`src/sv/pblt_pkg.sv`:
```
// ----------------------------------------------------------------------------
// pblt_pkg
// Types, codes and default sizes shared by the box lock table modules.
// ----------------------------------------------------------------------------
`default_nettype none

package pblt_pkg;

  localparam int LockEntriesDef = 64;
  localparam int RegionsDef     = 8;
  localparam int TxnEntriesDef  = 16;
  localparam int DW             = 32;

  // result status codes
  localparam logic [1:0] ST_OK       = 2'd0;
  localparam logic [1:0] ST_CONFLICT = 2'd1;
  localparam logic [1:0] ST_CAPACITY = 2'd2;

  // sorted set operations
  localparam logic [1:0] SET_NOP = 2'd0;
  localparam logic [1:0] SET_ADD = 2'd1;
  localparam logic [1:0] SET_RM  = 2'd2;

  typedef struct packed {
    logic [DW-1:0] slo;
    logic [DW-1:0] shi;
    logic [DW-1:0] plo;
    logic [DW-1:0] phi;
    logic [DW-1:0] olo;
    logic [DW-1:0] ohi;
    logic          excl;
  } region_t;

  typedef struct packed {
    logic [DW-1:0] slo;
    logic [DW-1:0] shi;
    logic [DW-1:0] plo;
    logic [DW-1:0] phi;
    logic [DW-1:0] olo;
    logic [DW-1:0] ohi;
    logic [DW-1:0] owner;
    logic          excl;
  } held_t;

  typedef struct packed {
    logic       take_region;
    logic       take_finish;
    logic       pend_clear;
    logic       e_clear;
    logic       e_inc;
    logic       r_clear;
    logic       r_inc;
    logic       entry_read;
    logic       append;
    logic       act_add;
    logic       com_add;
    logic       retire;
    logic       drain;
    logic       held_clear;
    logic       k_clear;
    logic       pack_write;
    logic       res_load;
    logic [1:0] res_status;
  } dp_cmd_t;

  typedef struct packed {
    logic overflow;
    logic held_empty;
    logic e_last;
    logic r_last;
    logic conflict;
    logic cap_fail;
    logic act_empty;
    logic is_oldest;
    logic com_add_ok;
    logic drain_more;
    logic res_busy;
  } dp_stat_t;

endpackage

`default_nettype wire

```
`src/sv/pblt_ctrl.sv`:
```
// ----------------------------------------------------------------------------
// pblt_ctrl
// Sequencer: request check, append, finish/retire, drain and table compaction.
// ----------------------------------------------------------------------------
`default_nettype none

module pblt_ctrl import pblt_pkg::*; (
  input  wire logic     clk,
  input  wire logic     rst,
  input  wire logic     in_valid,
  output      logic     in_ready,
  input  wire logic     func,
  input  wire logic     last_region,
  output      dp_cmd_t  cmd,
  input  wire dp_stat_t stat
);

  localparam logic [3:0] S_IDLE     = 4'd0;
  localparam logic [3:0] S_CHECK    = 4'd1;
  localparam logic [3:0] S_SCAN_RD  = 4'd2;
  localparam logic [3:0] S_SCAN_CMP = 4'd3;
  localparam logic [3:0] S_CAP      = 4'd4;
  localparam logic [3:0] S_APPEND   = 4'd5;
  localparam logic [3:0] S_FIN      = 4'd6;
  localparam logic [3:0] S_DRAIN    = 4'd7;
  localparam logic [3:0] S_PACK_RD  = 4'd8;
  localparam logic [3:0] S_PACK_WR  = 4'd9;
  localparam logic [3:0] S_RESULT   = 4'd10;

  logic [3:0] state, state_next;
  logic [1:0] res_code, res_code_next;
  logic       accept;

  assign in_ready = (state == S_IDLE);
  assign accept   = in_valid && in_ready;

  always_comb begin
    cmd           = '0;
    state_next    = state;
    res_code_next = res_code;
    cmd.res_status = res_code;
    case (state)
      S_IDLE: begin
        if (accept) begin
          if (func) begin
            cmd.take_finish = 1'b1;
            state_next = S_FIN;
          end else begin
            cmd.take_region = 1'b1;
            if (last_region) begin
              state_next = S_CHECK;
            end
          end
        end
      end
      S_CHECK: begin
        cmd.e_clear = 1'b1;
        if (stat.overflow) begin
          cmd.pend_clear = 1'b1;
          res_code_next  = ST_CAPACITY;
          state_next     = S_RESULT;
        end else if (stat.held_empty) begin
          state_next = S_CAP;
        end else begin
          state_next = S_SCAN_RD;
        end
      end
      S_SCAN_RD: begin
        cmd.entry_read = 1'b1;
        cmd.r_clear    = 1'b1;
        state_next     = S_SCAN_CMP;
      end
      S_SCAN_CMP: begin
        if (stat.conflict) begin
          cmd.pend_clear = 1'b1;
          res_code_next  = ST_CONFLICT;
          state_next     = S_RESULT;
        end else if (stat.r_last) begin
          if (stat.e_last) begin
            state_next = S_CAP;
          end else begin
            cmd.e_inc  = 1'b1;
            state_next = S_SCAN_RD;
          end
        end else begin
          cmd.r_inc = 1'b1;
        end
      end
      S_CAP: begin
        cmd.r_clear = 1'b1;
        if (stat.cap_fail) begin
          cmd.pend_clear = 1'b1;
          res_code_next  = ST_CAPACITY;
          state_next     = S_RESULT;
        end else begin
          state_next = S_APPEND;
        end
      end
      S_APPEND: begin
        cmd.append = 1'b1;
        cmd.r_inc  = 1'b1;
        if (stat.r_last) begin
          cmd.act_add    = 1'b1;
          cmd.pend_clear = 1'b1;
          res_code_next  = ST_OK;
          state_next     = S_RESULT;
        end
      end
      S_FIN: begin
        if (stat.act_empty) begin
          res_code_next = ST_OK;
          state_next    = S_RESULT;
        end else if (!stat.is_oldest) begin
          cmd.com_add   = 1'b1;
          res_code_next = stat.com_add_ok ? ST_OK : ST_CAPACITY;
          state_next    = S_RESULT;
        end else begin
          cmd.retire = 1'b1;
          state_next = S_DRAIN;
        end
      end
      S_DRAIN: begin
        res_code_next = ST_OK;
        if (stat.drain_more) begin
          cmd.drain = 1'b1;
        end else if (stat.act_empty) begin
          cmd.held_clear = 1'b1;
          state_next     = S_RESULT;
        end else begin
          cmd.e_clear = 1'b1;
          cmd.k_clear = 1'b1;
          state_next  = stat.held_empty ? S_RESULT : S_PACK_RD;
        end
      end
      S_PACK_RD: begin
        cmd.entry_read = 1'b1;
        state_next     = S_PACK_WR;
      end
      S_PACK_WR: begin
        cmd.pack_write = 1'b1;
        cmd.e_inc      = 1'b1;
        state_next     = stat.e_last ? S_RESULT : S_PACK_RD;
      end
      S_RESULT: begin
        if (!stat.res_busy) begin
          cmd.res_load = 1'b1;
          state_next   = S_IDLE;
        end
      end
      default: begin
        state_next = S_IDLE;
      end
    endcase
  end

  always_ff @(posedge clk) begin
    res_code <= res_code_next;
    if (rst) begin
      state <= S_IDLE;
    end else begin
      state <= state_next;
    end
  end

endmodule

`default_nettype wire

```
`config.mk`:
```
export PLATFORM = sky130hd
export DESIGN_NAME = pblt_ctrl
export DESIGN_NICKNAME = d
export VERILOG_FILES = /design/src/sv/pblt_pkg.sv /design/src/sv/pblt_ctrl.sv
export SDC_FILE = /design/constraint.sdc
export NUM_CORES = 1
export LEC_CHECK = 0
export BUFFER_PORTS_ARGS = -buffer_cell sky130_fd_sc_hd__buf_2
export CAP_MARGIN = 25
export CELL_PAD_IN_SITES_DETAIL_PLACEMENT = 0
export CELL_PAD_IN_SITES_GLOBAL_PLACEMENT = 1
export CORE_MARGIN = 5
export CORE_UTILIZATION = 32
export DETAILED_ROUTE_END_ITERATION = 7
export PLACE_DENSITY_LB_ADDON = 0.3
export SYNTH_ARGS = -nofsm -noshare
export SYNTH_HDL_FRONTEND = slang
export SYNTH_SLANG_ARGS = --single-unit
export TNS_END_PERCENT = 50
```
`constraint.sdc`:
```
create_clock -name clk -period 4.9 [get_ports clk]
set_input_delay 0.98 -clock clk [delete_from_list [all_inputs] [get_ports clk]]
set_output_delay 0.98 -clock clk [all_outputs]
set_load 0.01 [all_outputs]
```
==> flow_metrics.env, run 1 <==
export IMPL_place_ws_ns=2.07
export IMPL_clock_latency_ns=0.25
export IMPL_htree_levels=1
export IMPL_final_period_utilization_pct=63.8
export IMPL_crit_family="simple AND/OR/NAND/NOR gates"
export IMPL_hpwl_mm=1.70
export IMPL_synth_seq_cells=6
export IMPL_die_height_um=57.7
export IMPL_io_pins=36
export IMPL_ys_types=42
export IMPL_totalWireLength_mm=2.24
export IMPL_grt_pass1_vias=791
export IMPL_dieArea_um2=3330
export IMPL_firstDrtPassIters=4
export IMPL_setup_viol=0
export IMPL_cp_slowest_cell="dfxtp_1"
export IMPL_rows=17
export IMPL_p_switching_w=0.000235
export IMPL_hp_class="reg2reg"
export IMPL_drt_iter0_drc=35
export IMPL_clkSlewWorstSetupHoldPaths_ns=0.05
export IMPL_cts_resized=0
export IMPL_maxSlewHeadroom_pct=50.5
export IMPL_cts_sinks=6
export IMPL_critical_path_buf_inv_count=2
export IMPL_end_kind="output pin"
export IMPL_postRouteAntennaNets=0
export IMPL_hold_violations=0
export IMPL_grtUsageTotal_pct=13.2
export IMPL_via_count=903
export IMPL_min_delay_start="state[1]"
export IMPL_critPathKind="reg2out"
export IMPL_setup_ws_ns=1.77
export IMPL_via_per_inst=5.47
export IMPL_leakagePower_nw=0.408
export IMPL_drv_cap=0
export IMPL_drv_slew=0
export IMPL_core_area_um2=2190
export IMPL_p_int_w=0.000236
export IMPL_drive_gt1_share_pct=30.7
export IMPL_timing_fmax_mhz=320
export IMPL_synth_area_um2=729
export IMPL_path_cells="inv_1 -> nor4b_1 -> and2_1 -> nand2b_1 -> buf_2"
export IMPL_dpl_cell_area_um2=906
export IMPL_pwr_share_clk_pct=10.4
export IMPL_numCtsBuffers=3
export IMPL_nNetsFinal=154
export IMPL_crit_fanout=20
export IMPL_chipWidth_um=57.7
export IMPL_reg2regPathDepth=5
export IMPL_cts_tree="built"
export IMPL_start_util_pct=33.3
export IMPL_routedWlPerCell_um=13.5
export IMPL_max_slew_worst_pin_slew_ns=0.742
export IMPL_finClkSkew_ns=0.0128
export IMPL_instances_no_fill=165
export IMPL_antenna_found_initial=0
export IMPL_clockBufferDepth=2
export IMPL_ys_warn_count=0
export IMPL_cp_start_kind="register"
export IMPL_rrSetupSlack_ns=2.71
export IMPL_overflow=0
export IMPL_fin_crit_ns=3.13
export IMPL_cts_root_buf="clkbuf_4"
export IMPL_diodes=0
export IMPL_p_per_area_nw_per_um2=505
export IMPL_fin_tns_setup_ns=0
export IMPL_remaining_drc_errors=0
export IMPL_whs_path_depth=2
export IMPL_io_buffers=35
export IMPL_peakVddDrop_v=0.000312
export IMPL_grt_setup_unrepaired="no"
export IMPL_synth_seq_area_share_pct=19.2
export IMPL_grt_max_degree=25
export IMPL_synthCells=106
export IMPL_syn_num_nets=122
export IMPL_gp_congestion=0.801
export IMPL_swShare_pct=49.8
export IMPL_cts_setup_buffers=0
export IMPL_syn2layout_area_growth_pct=27.8
export IMPL_sequentialPowerShare_pct=28.7
export IMPL_grt_pass1_wl_mm=3.57
export IMPL_min_to="res_code[1]"
export IMPL_holdBufCountCts=0
export IMPL_finalInstanceArea_um2=932
export IMPL_syn_avg_cell_area_um2=6.88
export IMPL_cpPeakStageDelay_ns=0.70
export IMPL_dpl_cell_count=161
export IMPL_cp_required_ns=3.92
export IMPL_worstPathArrival_ns=2.15
export IMPL_r2r_start="state[2]"
export IMPL_outcome="finished clean"
export IMPL_p_comb_share_pct=60.9
export IMPL_r2r_end="state[3]"
-- area by class of cell --
cell class	count	area (um2)
fill	250	1260
sequential	6	140
clock buffer	4	26.3
tap	28	35.0
multi-input combinational	87	537
timing repair buffer	35	175
inverter	5	18.8
-- power groups by stage --
stage	logic [W]	clock network, W	registers [W]
final	0.000287	0.0000490	0.000135
after global routing	0.000318	0.0000572	0.000141
after CTS	0.000288	0.0000522	0.000133
after detailed placement	0.000287	0	0.000134
after global placement	0.000288	0	0.000134
after floorplan	0.000259	0	0.0000811
-- placed cells by master, fill, tap and decap left out, types with 2 or more instances in the layout --
cell,Yosys,routed
buf_2,3,35
o31a_1,2,2
nor2_1,10,10
o22ai_1,2,2
dfxtp_1,4,4
nor4b_1,2,2
clkbuf_4,0,3
edfxtp_1,2,2
a21o_1,2,2
nor3_1,9,9
a31oi_1,2,2
and3_1,2,2
a21oi_1,5,5
nand2_1,8,8
xnor2_1,2,2
a211oi_1,3,3
inv_1,5,5
o21ai_0,6,6
nand2b_1,3,3
nor2b_1,4,4
or3_1,3,3
mux2i_1,2,2
and2_1,2,2
-- synth_stat cells (all sizes together) --
cell / n / share of area [%]
o32ai: 1 / 1.2
o31ai: 1 / 1.0
a32oi: 1 / 1.2
edfxtp: 2 / 8.2
o31a: 2 / 2.4
or4: 1 / 1.0
xnor2: 2 / 2.4
and3: 2 / 1.7
o22ai: 2 / 1.7
or4bb: 1 / 1.5
inv: 5 / 2.6
or3: 3 / 2.6
a32o: 1 / 1.4
nor2: 10 / 5.1
a22oi: 1 / 1.0
nand2: 8 / 4.1
nand3: 1 / 0.69
buf: 6 / 3.6
nor3b: 1 / 1.0
nor4b: 2 / 2.4
o211ai: 1 / 1.0
nor4: 1 / 0.86
a211oi: 3 / 3.1
o21a: 1 / 1.0
a2111oi: 1 / 1.4
clkbuf: 2 / 1.0
o21ai: 6 / 4.1
o32a: 1 / 1.5
nand2b: 3 / 2.6
dfxtp: 4 / 11
a31o: 1 / 1.2
a31oi: 2 / 1.7
nor3: 9 / 6.2
mux2i: 2 / 2.7
and2: 2 / 1.7
nor2b: 4 / 3.4
or2: 2 / 1.7
a21oi: 6 / 4.6
a21o: 2 / 2.1
-- how the worst max path moves through the flow --
stage                        start  endpoint  slack, ns  depth (start not counted)
after CTS                 state[0]   cmd[16]       1.82                          5
final                     state[0]   cmd[16]       1.77                          5
after global placement     stat[5]   cmd[16]       2.11                          6
after global routing      state[0]   cmd[16]       1.62                          5
after floorplan           state[1]   cmd[16]       2.35                          4
after detailed placement  state[0]   cmd[16]       2.07                          5
-- worst reg2reg max path: stages, from the launching register on --
cell and delay, ns:
dfxtp_1 0.73, nand2b_1 0.23, a2111oi_1 0.59, nor2_1 0.21, a32oi_1 0.22, a211oi_1 0.07
-- logic make-up after synthesis --
| kind of cell | after synthesis | synth area share (%) |
|---|---|---|
| AOI/OAI and AO/OA | 33 | 31.7 |
| and+or+nand+nor | 50 | 36.7 |
| buffers and inverters | 13 | 7.20 |
| DFF | 6 | 19.2 |
| xor gates and xnor gates | 2 | 2.40 |
| muxes | 2 | 2.74 |
-- per-stage QoR --
stage | hold WS (ns) | total power, W | util (%)
floorplan | 0.669 | 0.000340 | -
global placement | 0.821 | 0.000422 | 41.3
detailed placement | 0.823 | 0.000421 | 41.3
CTS | 0.837 | 0.000473 | 42.5
global route | 0.884 | 0.000516 | 42.5
finish | 0.847 | 0.000471 | 42.5
-- state kept, by name, summed over array words and instances (netlist names) --
| signal | count |
|---|---|
| state | 4 |
| res_code | 2 |
-- routing by layer --
metal  global-route usage [%]  up-vias  wire (um)
met3                     4.01        0        164
met1                     18.3      412       1060
li1                         -      462          -
met5                        0        -          0
met2                     20.5       29       1010
met4                     1.99        0          0
Note: power is estimated with default switching activity, not from simulation.
==> run 2: changes to the inputs <==
--- a/config.mk
+++ b/config.mk
@@ -10,7 +10,7 @@
 export CELL_PAD_IN_SITES_DETAIL_PLACEMENT = 0
 export CELL_PAD_IN_SITES_GLOBAL_PLACEMENT = 1
 export CORE_MARGIN = 5
-export CORE_UTILIZATION = 32
+export CORE_UTILIZATION = 30
 export DETAILED_ROUTE_END_ITERATION = 7
 export PLACE_DENSITY_LB_ADDON = 0.3
 export SYNTH_ARGS = -nofsm -noshare
==> constraint.sdc (replaced) <==
create_clock -name clk -period 3.2 [get_ports clk]
set_input_delay 0.64 -clock clk [delete_from_list [all_inputs] [get_ports clk]]
set_output_delay 0.64 -clock clk [all_outputs]
set_load 0.01 [all_outputs]
==> run 2 against run 1 <==
Effect of this change:
- cell count did not move
- largest power group unchanged
- global-route usage rose by 0.54 points
- largest cell class unchanged
- register-to-register slack got worse by 1.7 ns
- sequential power rose by 53%
==> flow_metrics.env, run 2 (same netlist as run 1, synthesis figures left out) <==
export IMPL_worstPathArrival_ns=2.14
export IMPL_io_buffers=35
export IMPL_dpl_cell_area_um2=906
export IMPL_finalInstanceArea_um2=932
export IMPL_cts_sinks=6
export IMPL_drv_cap=0
export IMPL_finClkSkew_ns=0.00997
export IMPL_cts_tree="built"
export IMPL_sequentialPowerShare_pct=28.6
export IMPL_via_per_inst=5.44
export IMPL_grtUsageTotal_pct=13.8
export IMPL_setup_ws_ns=0.421
export IMPL_p_int_w=0.000362
export IMPL_final_period_utilization_pct=86.8
export IMPL_layout_common_cells="buf_2, nor2_1, nor3_1, nand2_1, o21ai_0"
export IMPL_grt_setup_unrepaired="no"
export IMPL_totalWireLength_mm=2.26
export IMPL_drive_gt1_share_pct=30.7
export IMPL_postRouteAntennaNets=0
export IMPL_die_height_um=59.3
export IMPL_fin_crit_ns=2.78
export IMPL_io_pins=36
export IMPL_routedWlPerCell_um=13.7
export IMPL_top_register="state"
export IMPL_cts_root_buf="clkbuf_4"
export IMPL_gp_congestion=0.768
export IMPL_core_area_um2=2280
export IMPL_hpwl_mm=1.72
export IMPL_hold_violations=0
export IMPL_syn2layout_area_growth_pct=27.8
export IMPL_numCtsBuffers=3
export IMPL_grt_pass1_vias=834
export IMPL_setup_viol=0
export IMPL_outcome="finished clean"
export IMPL_timing_fmax_mhz=360
export IMPL_critPathKind="reg2out"
export IMPL_grt_max_degree=25
export IMPL_fin_util_pct=41.0
export IMPL_dieArea_um2=3520
export IMPL_drt_iter0_drc=25
export IMPL_crit_fanout=20
export IMPL_nNetsFinal=154
export IMPL_cp_start_kind="register"
export IMPL_layout_commonest_cell="buf_2"
export IMPL_drv_slew=0
export IMPL_maxSlewHeadroom_pct=49.0
export IMPL_nFillCells=267
export IMPL_grt_pass1_wl_mm=3.70
export IMPL_overflow=0
export IMPL_largest_reg_flops=4
export IMPL_hp_class="in2reg"
export IMPL_dpl_cell_count=161
export IMPL_holdBufCountCts=0
export IMPL_antenna_found_initial=0
export IMPL_peakVddDrop_v=0.000544
export IMPL_max_slew_worst_pin_slew_ns=0.764
export IMPL_leakagePower_nw=0.408
export IMPL_clockBufferDepth=2
export IMPL_firstDrtPassIters=4
export IMPL_p_comb_share_pct=60.9
export IMPL_cts_resized=0
export IMPL_start_util_pct=32.1
export IMPL_pwr_share_clk_pct=10.5
export IMPL_place_ws_ns=0.654
export IMPL_remaining_drc_errors=0
export IMPL_diodes=0
export IMPL_htree_levels=1
export IMPL_cp_slowest_cell="dfxtp_1"
export IMPL_rows=17
export IMPL_cts_setup_buffers=0
export IMPL_path_cells="inv_1 -> nor4b_1 -> and2_1 -> nand2b_1 -> buf_2"
export IMPL_cp_required_ns=2.56
export IMPL_clock_latency_ns=0.25
export IMPL_p_switching_w=0.000358
export IMPL_end_kind="output pin"
export IMPL_swShare_pct=49.7
export IMPL_clkSlewWorstSetupHoldPaths_ns=0.04
export IMPL_p_per_area_nw_per_um2=771
export IMPL_top_regs="state x4, res_code x2"
export IMPL_instances_no_fill=165
export IMPL_via_count=898
export IMPL_fin_tns_setup_ns=0
export IMPL_cpPeakStageDelay_ns=0.70
export IMPL_chipWidth_um=59.3
==> run 2: cell counts in the layout (fill, tap and decap cells not counted) <==
No cell type changed its count.
==> run 2: per-stage QoR <==
stage	hold WS, ns	total power, W
5_1_grt	0.612	0.000804
4_1_cts	0.601	0.000725
6_report	0.612	0.000719
2_1_floorplan	0.669	0.000521
3_5_place_dp	0.808	0.000644
3_3_place_gp	0.819	0.000644
==> run 2: worst max-delay path: cells and delay by family, from the launching register on <==
| family | cells | cell delay [ns] |
|---|---|---|
| buffers and inverters | 2 | 0.41 |
| and+or+nand+nor | 3 | 0.79 |
| DFF | 1 | 0.70 |
==> run 2: final timing paths <==
| kind | start | end | slack (ns) | cells past startpoint |
|---|---|---|---|---|
| worst max-delay path | state[0] | cmd[16] | 0.42 | 5 |
| worst min-delay path | rst | state[1] | 0.61 | 2 |
| worst max register to register | state[2] | state[3] | 1.03 | 5 |
| worst min register to register | state[1] | res_code[1] | 0.81 | 2 |
==> run 2: per-layer routing <==
layer / track usage, % / share of wire (%)
met1: 19.1 / 47
met2: 20.4 / 45
met3: 5.23 / 6.4
met4: 1.94 / 0.75
met5: 0 / 0
==> run 2: final cells by class <==
cell class	instances	area, um2	share of cell area [%]
Clock buffer	4	26.3	2.82
Sequential cell	6	140	15.0
Multi-Input combinational cell	87	537	57.6
Inverter	5	18.8	2.01
Tap cell	28	35.0	3.76
Timing Repair Buffer	35	175	18.8
==> run 2: power by group through the flow <==
stage,sequential [W],combinational [W],clock (W)
after global placement,0.000206,0.000438,0
final,0.000206,0.000438,0.0000753
after CTS,0.000204,0.000441,0.0000801
after floorplan,0.000124,0.000397,0
after detailed placement,0.000206,0.000438,0
after global routing,0.000220,0.000498,0.0000859
